## src/hw/rtl/vector_similarity_engine_assert.svh

```systemverilog
// Assertion macros shared by the RTL of the vector similarity engine.
// Each macro expects signals named clk and rst in the enclosing module.
`ifndef VECTOR_SIMILARITY_ENGINE_ASSERT_SVH
`define VECTOR_SIMILARITY_ENGINE_ASSERT_SVH

// Same-cycle implication.
`define VSE_ASSERT_IMPLIES(label, ante, cons) \
  label: assert property (@(posedge clk) disable iff (rst) (ante) |-> (cons)) \
    else $error("vector_similarity_engine: same-cycle check failed");

// Next-cycle implication.
`define VSE_ASSERT_NEXT(label, ante, cons) \
  label: assert property (@(posedge clk) disable iff (rst) (ante) |=> (cons)) \
    else $error("vector_similarity_engine: next-cycle check failed");

`endif

```

## src/hw/rtl/vse_pkg.sv

```systemverilog
`timescale 1ns / 1ps

package vse_pkg;

  localparam int ELEM_W     = 16;
  localparam int MAX_LEN    = 4096;
  localparam int CNT_W      = $clog2(MAX_LEN + 1);
  localparam int MAIN_W     = 46;
  localparam int NORM_W     = 43;
  localparam int OUT_W      = 44;
  localparam int MUL_W      = 23;
  localparam int PROD_W     = 2 * MUL_W;
  localparam int ROOT_W     = 22;
  localparam int DEN_W      = 44;
  localparam int FRAC_W     = 15;
  localparam int DIVN_W     = MAIN_W + FRAC_W;
  localparam int REM_W      = DEN_W;
  localparam int SUB_W      = MAIN_W + 1;
  localparam int Q_W        = 17;
  localparam int SQRT_STEPS = MAIN_W / 2;
  localparam int DIV_STEPS  = DIVN_W;
  localparam int STEP_W     = 6;
  localparam int ADDR_W     = 3;
  localparam int DATA_W     = 32;

  localparam logic [ADDR_W-3:0] REG_METRIC_MODE = 1'b0;

  typedef enum logic [1:0] {
    MODE_L1     = 2'd0,
    MODE_L2     = 2'd1,
    MODE_DOT    = 2'd2,
    MODE_COSINE = 2'd3
  } metric_mode_t;

  typedef enum logic [3:0] {
    ST_IDLE,
    ST_MUL_MAIN,
    ST_MUL_NA,
    ST_MUL_NB,
    ST_ADD_NB,
    ST_FIN,
    ST_SQRT_L2,
    ST_SQRT_A,
    ST_SQRT_B,
    ST_DEN,
    ST_DIV_INIT,
    ST_DIV,
    ST_COS,
    ST_DONE
  } state_t;

endpackage

```

## src/hw/rtl/vector_similarity_engine.sv

```systemverilog
`timescale 1ns / 1ps

// Vector similarity engine: L1, L2, dot product or cosine over paired elements.
// Input channel: elem_a, elem_b and last_elem move on a transfer (in_valid high
// and in_stall low). For each pair, one shared 23x23 multiplier and one
// accumulate adder produce the metric term and both squared norms in turn.
// Pairs past the length limit are dropped and set too_long.
// After the pair marked last_elem, L1 and dot product give the accumulated sum;
// L2 adds a square root of 23 steps, and cosine two 23-step square roots,
// one multiply and 61 divide steps; the square roots and the divide share
// one compare-subtract unit. The block is stalled meanwhile.
// Output channel: metric_value, zero_norm and too_long sit in an output
// register; the block goes on taking pairs while a result waits under
// out_stall, and only holds at its next result until that one is taken.
// metric_mode is to be written over the APB port only while the block is idle;
// the block itself does not enforce this. Reset (rst, synchronous) clears the
// accumulators and the output valid and sets metric_mode to L1.
module vector_similarity_engine
  import vse_pkg::*;
(
  input  logic                      clk,
  input  logic                      rst,
  input  logic                      psel,
  input  logic                      penable,
  input  logic                      pwrite,
  input  logic [ADDR_W-1:0]         paddr,
  input  logic [DATA_W-1:0]         pwdata,
  output logic [DATA_W-1:0]         prdata,
  output logic                      pready,
  input  logic                      in_valid,
  output logic                      in_stall,
  input  logic signed [ELEM_W-1:0]  elem_a,
  input  logic signed [ELEM_W-1:0]  elem_b,
  input  logic                      last_elem,
  output logic                      out_valid,
  input  logic                      out_stall,
  output logic signed [OUT_W-1:0]   metric_value,
  output logic                      zero_norm,
  output logic                      too_long
);

  localparam logic signed [MAIN_W-1:0] MAIN_MAX = {1'b0, {(MAIN_W-1){1'b1}}};
  localparam logic signed [MAIN_W-1:0] MAIN_MIN = {1'b1, {(MAIN_W-1){1'b0}}};
  localparam logic [NORM_W-1:0]        NORM_MAX = {NORM_W{1'b1}};
  localparam logic signed [MAIN_W-1:0] OUT_LIM  = {4'b0001, {(MAIN_W-4){1'b0}}};
  localparam logic signed [MAIN_W-1:0] COS_MAX  = 46'sd32767;
  localparam logic signed [MAIN_W-1:0] COS_MIN  = -46'sd32768;
  localparam logic [Q_W-1:0]           Q_POS_MAX = 17'd32767;
  localparam logic [Q_W-1:0]           Q_NEG_MAX = 17'd32768;
  localparam logic [MAIN_W-1:0]        SQ_BIT0  = {2'b01, {(MAIN_W-2){1'b0}}};
  localparam logic [STEP_W-1:0]        SQRT_LAST = STEP_W'(SQRT_STEPS - 1);
  localparam logic [STEP_W-1:0]        DIV_LAST  = STEP_W'(DIV_STEPS - 1);

  state_t                     state, state_next;
  metric_mode_t               metric_mode;

  logic signed [ELEM_W-1:0]   a_q, b_q;
  logic                       last_q;
  logic signed [MAIN_W-1:0]   main_accum;
  logic [NORM_W-1:0]          norm_a_accum, norm_b_accum;
  logic [CNT_W-1:0]           elem_count;
  logic                       overflow_seen;
  logic signed [PROD_W-1:0]   prod;

  logic [MAIN_W-1:0]          sq_x, sq_res, sq_bit;
  logic [ROOT_W-1:0]          root_a;
  logic [DEN_W-1:0]           den;
  logic [REM_W-1:0]           rem;
  logic [DIVN_W-1:0]          div_n;
  logic [Q_W-1:0]             quot;
  logic                       quot_big;
  logic [STEP_W-1:0]          step;
  logic signed [MAIN_W-1:0]   result;
  logic                       zn_flag;

  logic                       in_xfer, room;
  logic                       count_ok;
  logic                       norm_zero;
  logic signed [ELEM_W:0]     diff_ab, abs_ab;
  logic signed [MUL_W-1:0]    mul_x, mul_y;
  logic signed [PROD_W-1:0]   product;
  logic signed [SUB_W-1:0]    acc_op, acc_sum;
  logic signed [MAIN_W-1:0]   main_sat;
  logic [NORM_W-1:0]          norm_sat;
  logic [SUB_W-1:0]           sub_a, sub_b;
  logic [SUB_W:0]             sub_diff;
  logic                       sub_ge;
  logic [REM_W:0]             rem_sh;
  logic [MAIN_W-1:0]          sq_res_next;
  logic [MAIN_W-1:0]          mag;
  logic signed [MAIN_W-1:0]   clamped;

  // Configuration port.
  assign pready = 1'b1;
  assign prdata = (paddr[ADDR_W-1:2] == REG_METRIC_MODE) ?
                  DATA_W'(metric_mode) : '0;

  always_ff @(posedge clk) begin
    if (rst) begin
      metric_mode <= MODE_L1;
    end else if (psel && penable && pwrite && pready &&
                 paddr[ADDR_W-1:2] == REG_METRIC_MODE) begin
      metric_mode <= metric_mode_t'(pwdata[1:0]);
    end
  end

  assign in_stall  = (state != ST_IDLE);
  assign in_xfer   = in_valid && !in_stall;
  assign room      = !out_valid || !out_stall;
  assign count_ok  = elem_count < CNT_W'(MAX_LEN);
  assign norm_zero = (norm_a_accum == '0) || (norm_b_accum == '0);

  // Shared multiplier.
  assign diff_ab = (ELEM_W+1)'(a_q) - (ELEM_W+1)'(b_q);
  assign abs_ab  = diff_ab[ELEM_W] ? -diff_ab : diff_ab;

  always_comb begin
    mul_x = '0;
    mul_y = '0;
    case (state)
      ST_MUL_MAIN: begin
        if (metric_mode == MODE_L2) begin
          mul_x = MUL_W'(diff_ab);
          mul_y = MUL_W'(diff_ab);
        end else begin
          mul_x = MUL_W'(a_q);
          mul_y = MUL_W'(b_q);
        end
      end
      ST_MUL_NA: begin
        mul_x = MUL_W'(a_q);
        mul_y = MUL_W'(a_q);
      end
      ST_MUL_NB: begin
        mul_x = MUL_W'(b_q);
        mul_y = MUL_W'(b_q);
      end
      ST_DEN: begin
        mul_x = {1'b0, root_a};
        mul_y = {1'b0, sq_res[ROOT_W-1:0]};
      end
      default: begin
        mul_x = '0;
        mul_y = '0;
      end
    endcase
  end

  assign product = mul_x * mul_y;

  // Accumulate adder, shared by the metric sum and both norms.
  always_comb begin
    case (state)
      ST_MUL_NA: acc_op = SUB_W'(main_accum);
      ST_MUL_NB: acc_op = SUB_W'({1'b0, norm_a_accum});
      default:   acc_op = SUB_W'({1'b0, norm_b_accum});
    endcase
  end

  assign acc_sum = acc_op + SUB_W'(prod);

  always_comb begin
    if (acc_sum[SUB_W-1] != acc_sum[SUB_W-2]) begin
      main_sat = acc_sum[SUB_W-1] ? MAIN_MIN : MAIN_MAX;
    end else begin
      main_sat = acc_sum[MAIN_W-1:0];
    end
    if (acc_sum[SUB_W-1:NORM_W] != '0) begin
      norm_sat = NORM_MAX;
    end else begin
      norm_sat = acc_sum[NORM_W-1:0];
    end
  end

  // Shared compare-subtract unit for square root and division steps.
  assign rem_sh = {rem, div_n[DIVN_W-1]};

  always_comb begin
    if (state == ST_DIV) begin
      sub_a = SUB_W'(rem_sh);
      sub_b = SUB_W'(den);
    end else begin
      sub_a = SUB_W'(sq_x);
      sub_b = SUB_W'(sq_res | sq_bit);
    end
  end

  assign sub_diff = {1'b0, sub_a} - {1'b0, sub_b};
  assign sub_ge   = !sub_diff[SUB_W];

  assign sq_res_next = sub_ge ? ((sq_res >> 1) | sq_bit) : (sq_res >> 1);
  assign mag = main_accum[MAIN_W-1] ? MAIN_W'(-main_accum) : MAIN_W'(main_accum);

  always_comb begin
    if (result > OUT_LIM) begin
      clamped = OUT_LIM;
    end else if (result < -OUT_LIM) begin
      clamped = -OUT_LIM;
    end else begin
      clamped = result;
    end
  end

  // Sequencer.
  always_ff @(posedge clk) begin
    if (rst) begin
      state <= ST_IDLE;
    end else begin
      state <= state_next;
    end
  end

  always_comb begin
    state_next = state;
    unique case (state)
      ST_IDLE: begin
        if (in_valid) begin
          if (count_ok) begin
            state_next = ST_MUL_MAIN;
          end else if (last_elem) begin
            state_next = ST_FIN;
          end
        end
      end
      ST_MUL_MAIN: state_next = ST_MUL_NA;
      ST_MUL_NA:   state_next = ST_MUL_NB;
      ST_MUL_NB:   state_next = ST_ADD_NB;
      ST_ADD_NB:   state_next = last_q ? ST_FIN : ST_IDLE;
      ST_FIN: begin
        unique case (metric_mode)
          MODE_L2:     state_next = ST_SQRT_L2;
          MODE_COSINE: state_next = norm_zero ? ST_DONE : ST_SQRT_A;
          default:     state_next = ST_DONE;
        endcase
      end
      ST_SQRT_L2:  if (step == '0) state_next = ST_DONE;
      ST_SQRT_A:   if (step == '0) state_next = ST_SQRT_B;
      ST_SQRT_B:   if (step == '0) state_next = ST_DEN;
      ST_DEN:      state_next = ST_DIV_INIT;
      ST_DIV_INIT: state_next = ST_DIV;
      ST_DIV:      if (step == '0) state_next = ST_COS;
      ST_COS:      state_next = ST_DONE;
      ST_DONE:     if (room) state_next = ST_IDLE;
      default:     state_next = ST_IDLE;
    endcase
  end

  // Accumulators and counters.
  always_ff @(posedge clk) begin
    if (rst) begin
      main_accum    <= '0;
      norm_a_accum  <= '0;
      norm_b_accum  <= '0;
      elem_count    <= '0;
      overflow_seen <= 1'b0;
    end else begin
      case (state)
        ST_IDLE: begin
          if (in_xfer && !count_ok) begin
            overflow_seen <= 1'b1;
          end
        end
        ST_MUL_MAIN: elem_count   <= elem_count + 1'b1;
        ST_MUL_NA:   main_accum   <= main_sat;
        ST_MUL_NB:   norm_a_accum <= norm_sat;
        ST_ADD_NB:   norm_b_accum <= norm_sat;
        ST_DONE: begin
          if (room) begin
            main_accum    <= '0;
            norm_a_accum  <= '0;
            norm_b_accum  <= '0;
            elem_count    <= '0;
            overflow_seen <= 1'b0;
          end
        end
        default: ;
      endcase
    end
  end

  // Datapath registers of the shared units.
  always_ff @(posedge clk) begin
    case (state)
      ST_IDLE: begin
        if (in_xfer) begin
          a_q    <= elem_a;
          b_q    <= elem_b;
          last_q <= last_elem;
        end
      end
      ST_MUL_MAIN: begin
        prod <= (metric_mode == MODE_L1) ? PROD_W'(abs_ab) : product;
      end
      ST_MUL_NA, ST_MUL_NB: prod <= product;
      ST_FIN: begin
        zn_flag <= 1'b0;
        result  <= main_accum;
        sq_res  <= '0;
        sq_bit  <= SQ_BIT0;
        step    <= SQRT_LAST;
        if (metric_mode == MODE_L2) begin
          sq_x <= main_accum[MAIN_W-1] ? '0 : MAIN_W'(main_accum);
        end else begin
          sq_x <= MAIN_W'(norm_a_accum);
        end
        if (metric_mode == MODE_COSINE && norm_zero) begin
          zn_flag <= 1'b1;
          result  <= '0;
        end
      end
      ST_SQRT_L2, ST_SQRT_A, ST_SQRT_B: begin
        if (sub_ge) begin
          sq_x <= sub_diff[MAIN_W-1:0];
        end
        sq_res <= sq_res_next;
        sq_bit <= sq_bit >> 2;
        step   <= step - 1'b1;
        if (step == '0) begin
          if (state == ST_SQRT_L2) begin
            result <= MAIN_W'(sq_res_next);
          end else if (state == ST_SQRT_A) begin
            root_a <= sq_res_next[ROOT_W-1:0];
            sq_x   <= MAIN_W'(norm_b_accum);
            sq_res <= '0;
            sq_bit <= SQ_BIT0;
            step   <= SQRT_LAST;
          end
        end
      end
      ST_DEN: prod <= product;
      ST_DIV_INIT: begin
        den      <= prod[DEN_W-1:0];
        rem      <= '0;
        div_n    <= {mag, {FRAC_W{1'b0}}};
        quot     <= '0;
        quot_big <= 1'b0;
        step     <= DIV_LAST;
      end
      ST_DIV: begin
        rem      <= sub_ge ? sub_diff[REM_W-1:0] : rem_sh[REM_W-1:0];
        div_n    <= div_n << 1;
        quot     <= {quot[Q_W-2:0], sub_ge};
        quot_big <= quot_big | quot[Q_W-1];
        step     <= step - 1'b1;
      end
      ST_COS: begin
        if (main_accum[MAIN_W-1]) begin
          result <= (quot_big || quot > Q_NEG_MAX) ? COS_MIN : -MAIN_W'(quot);
        end else begin
          result <= (quot_big || quot > Q_POS_MAX) ? COS_MAX : MAIN_W'(quot);
        end
      end
      default: ;
    endcase
  end

  // Output register.
  always_ff @(posedge clk) begin
    if (rst) begin
      out_valid <= 1'b0;
    end else if (state == ST_DONE && room) begin
      out_valid <= 1'b1;
    end else if (!out_stall) begin
      out_valid <= 1'b0;
    end
  end

  always_ff @(posedge clk) begin
    if (state == ST_DONE && room) begin
      metric_value <= clamped[OUT_W-1:0];
      zero_norm    <= zn_flag;
      too_long     <= overflow_seen;
    end
  end

  `include "vector_similarity_engine_assert.svh"

  `VSE_ASSERT_IMPLIES(a_count_range, 1'b1, elem_count <= CNT_W'(MAX_LEN))
  `VSE_ASSERT_IMPLIES(a_div_rem_below_den, state == ST_DIV, rem < den)
  `VSE_ASSERT_IMPLIES(a_fin_after_last, state == ST_FIN, last_q)
  `VSE_ASSERT_NEXT(a_done_loads_output, state == ST_DONE && room, out_valid && state == ST_IDLE)

endmodule
```

## config.mk

```make
export PLATFORM = sky130hd
export DESIGN_NAME = vector_similarity_engine
export DESIGN_NICKNAME = d
export VERILOG_FILES = /design/src/hw/rtl/vse_pkg.sv /design/src/hw/rtl/vector_similarity_engine.sv
export VERILOG_INCLUDE_DIRS = /design/src /design/src/hw/rtl
export SDC_FILE = /design/constraint.sdc
export NUM_CORES = 2
export LEC_CHECK = 0
export BUFFER_PORTS_ARGS = -buffer_cell sky130_fd_sc_hd__buf_2
export CAP_MARGIN = 15
export CORE_ASPECT_RATIO = 1.2
export CORE_MARGIN = 3
export CORE_UTILIZATION = 50
export DETAILED_ROUTE_END_ITERATION = 16
export PLACE_DENSITY = 0.69
export SLEW_MARGIN = 20
export SYNTH_ARGS = -nofsm -noshare
export SYNTH_HDL_FRONTEND = slang
export SYNTH_SLANG_ARGS = --single-unit
```

## constraint.sdc

```tcl
create_clock -name clk -period 9.9 [get_ports clk]
set_input_delay 1.485 -clock clk [delete_from_list [all_inputs] [get_ports clk]]
set_output_delay 1.485 -clock clk [all_outputs]
set_load 0.03 [all_outputs]
```

==> metrics.yaml <==
setup_viol: 0
syn_avg_cell_area_um2: 9.275
hp-start: "zn_flag"
cts.sink_count: 619
crit_type: "register to register"
regToRegSetupSlack_ns: 0.27
drv_cap: 0
whs_path_depth: 0
gr-total-overflow: 0
nFillCells: 9569
synthesis.area_um2: 54450
async_flop_share: 0
vias: 45851
worst-path-buf-inv: 7
clockBufferDepth: 3
worstReg2RegStart: "b_q[0]"
htreeDepth: 3
path_delay_family: "adder cells"
ant_nets: 0
cpMostUsedCell: "fa_1"
cp-end-kind: "register"
outcome: "finished, final reports clean"
clockRootBuffer: "clkbuf_16"
layout_min_cycle_time_ns: 9.628
initial_core_util: 0.5041
multiInputGateArea_um2: 34170
hold_buffers: 0
critPathMaxStageDelay_ns: 0.56
clkTransAtPathRegs_ns: 0.07
grt.total_usage: 0.3224
fmax_mhz: 103.9
io_pins: 156
crit_fanout: 7
finalHoldViolations: 0
cp-start-kind: "register"
syn_inst: 5871
critPathSlowestCell: "fa_1"
dieArea_um2: 112900
ys_types: 90
gp_congestion: 1.003
final_util: 0.5733
holdPathEnd: "zero_norm"
yosys_register_bits: 619
std_cell_rows: 132
grt_pass1_wl_um: 277100
grt_max_degree: 78
post_drt_wl_per_cell_um: 24.08
layout_setup_ws_ns: 0.2723
first_global_vias: 46183
routed_wl_um: 182800
min_path_type: "register to register"
layout-drive-gt1-share: 0.1250
dr.pass1.iters: 6
r2r_cells: 38
cts_tree: "built"
finClkSkew_ns: 0.03829
required_ns: 10.25
numCtsBuffers: 71
finalCritPeriodShare: 0.9725
slew_headroom: 0.2113
worstSkewPairLatency_ns: 0.65
area_growth_pct: 13.72
ff_latch_area_um2: 17060
dpl_cell_area_um2: 58780
synth_edf_count: 466
nets: 7005
drt_iter0_drc: 4617
synth_flop_cell: "edfxtp_1"
antenna_found_initial: 13
dp_hpwl_um: 139700
fp.dieW_um: 307.3
final_cell_mix: "nand2_1 (940), inv_1 (652), fa_1 (558), edfxtp_1 (466), o21ai_0 (389)"
drc: 0
final_common_cell: "nand2_1"
via_per_inst: 6.040
core-area_um2: 108000
final_max_slew_viol_count: 0
die_h_um: 367.5
rsz0062_at_grt: "true"
cp_data_arrival_time_ns: 9.98
r2r-end: "prod[38]"
dp_slack_ns: -0.5917
tightest_slew_ns: 1.179
fin_area_um2: 61920
ys_seq_area_frac: 0.3132
io_buffers: 92
yosysWarnings: 0
-- worst register-to-register path, delay by kind of cell, from the launching register on --
family	cells	cell delay, ns
fa+ha+maj	10	4.26
compound gates	16	3.19
buf+inv	7	0.80
flops	1	0.44
simple gates	4	0.43
xor+xnor	1	0.23
-- synthesized netlist by cell type (29+ instances only) --
library cell / count / area (µm²)
nand2_1: 947 / 3555
inv_1: 656 / 2462
fa_1: 568 / 11370
edfxtp_1: 466 / 13990
o21ai_0: 405 / 2027
nor2_1: 362 / 1359
a21oi_1: 352 / 1762
clkbuf_1: 293 / 1100
ha_1: 241 / 3015
dfxtp_1: 153 / 3063
xnor2_1: 118 / 1033
xor2_1: 100 / 875.8
mux2i_1: 89 / 890.9
a221o_1: 87 / 870.8
a21o_1: 86 / 645.6
nor2b_1: 81 / 506.7
and3_1: 74 / 462.9
and2_1: 64 / 400.4
nor3_1: 54 / 270.3
nand3_1: 50 / 250.2
or3_1: 50 / 312.8
nor4_1: 44 / 275.3
a31oi_1: 42 / 262.8
o22ai_1: 37 / 231.5
buf_4: 32 / 240.2
o21bai_1: 29 / 217.7
-- logic make-up after synthesis --
logic type	count (synthesis)	share of synthesized area
AO/OA/AOI/OAI	1277	0.1467
adder cells (fa/ha/maj)	809	0.2642
flip-flops	619	0.3132
buffers and inverters	1023	0.07424
XOR/XNOR	218	0.03507
multiplexers	93	0.01719
AND/OR/NAND/NOR	1830	0.1492
other	2	0.0001379
-- through the flow --
stage          hold WS, ns  setup TNS (ns)  cells
2_1_floorplan       0.4003               0   5900
3_3_place_gp        0.4261          -3.374   7435
3_5_place_dp        0.4261          -3.961   7435
4_1_cts             0.4418               0   7568
5_1_grt             0.4528         -0.2281   7587
6_report            0.4368               0   7591
-- sequential cells by signal, summed over array words and instances, names as in the netlist, 6 cells and up --
name	count
div_n	46
main_accum	46
prod	46
result	46
sq_x	46
sq_res	45
den	44
metric_value	44
rem	44
norm_a_accum	43
norm_b_accum	43
sq_bit	23
root_a	22
quot	17
a_q	16
b_q	16
elem_count	13
step	6
-- area by class of cell --
| type | instances | area share |
|---|---|---|
| repair buffers | 511 | 0.06436 |
| clock inverters | 36 | 0.006991 |
| inverters | 660 | 0.04005 |
| multi-input cells | 4258 | 0.5518 |
| clock buffers | 93 | 0.03251 |
| well taps | 1407 | 0.02843 |
| flip-flops and latches | 619 | 0.2755 |
| diodes | 7 | 0.0002829 |
-- layer usage --
layer / track usage / wire [µm] / up-vias
met3: 0.05421 / 15540 / 626
met4: 0.1974 / 13480 / 2
met2: 0.5288 / 85900 / 2298
met1: 0.3981 / 67870 / 22591
li1: - / - / 20334
met5: 0 / 13 / -
-- how the worst max path moves through the flow --
stage           start       end  slack, ns  cells past startpoint
3_3_place_gp   b_q[0]  prod[42]      -0.51                     37
4_1_cts        b_q[0]  prod[43]      0.004                     40
5_1_grt        b_q[0]  prod[42]      -0.07                     41
2_1_floorplan  b_q[0]  prod[44]       0.72                     37
6_report       b_q[0]  prod[38]       0.27                     38
3_5_place_dp   b_q[0]  prod[44]      -0.59                     37
-- timing repair --
action | in CTS | in global routing
resized for setup | 20 | 87
setup buffers | 4 | 14
endpoints found under the setup margin | 13 | 13
pin swaps | 3 | 42
Power is left out: the tool's default activity adds up to more than one toggle a clock period on the data nets, which glitch-free logic cannot reach.
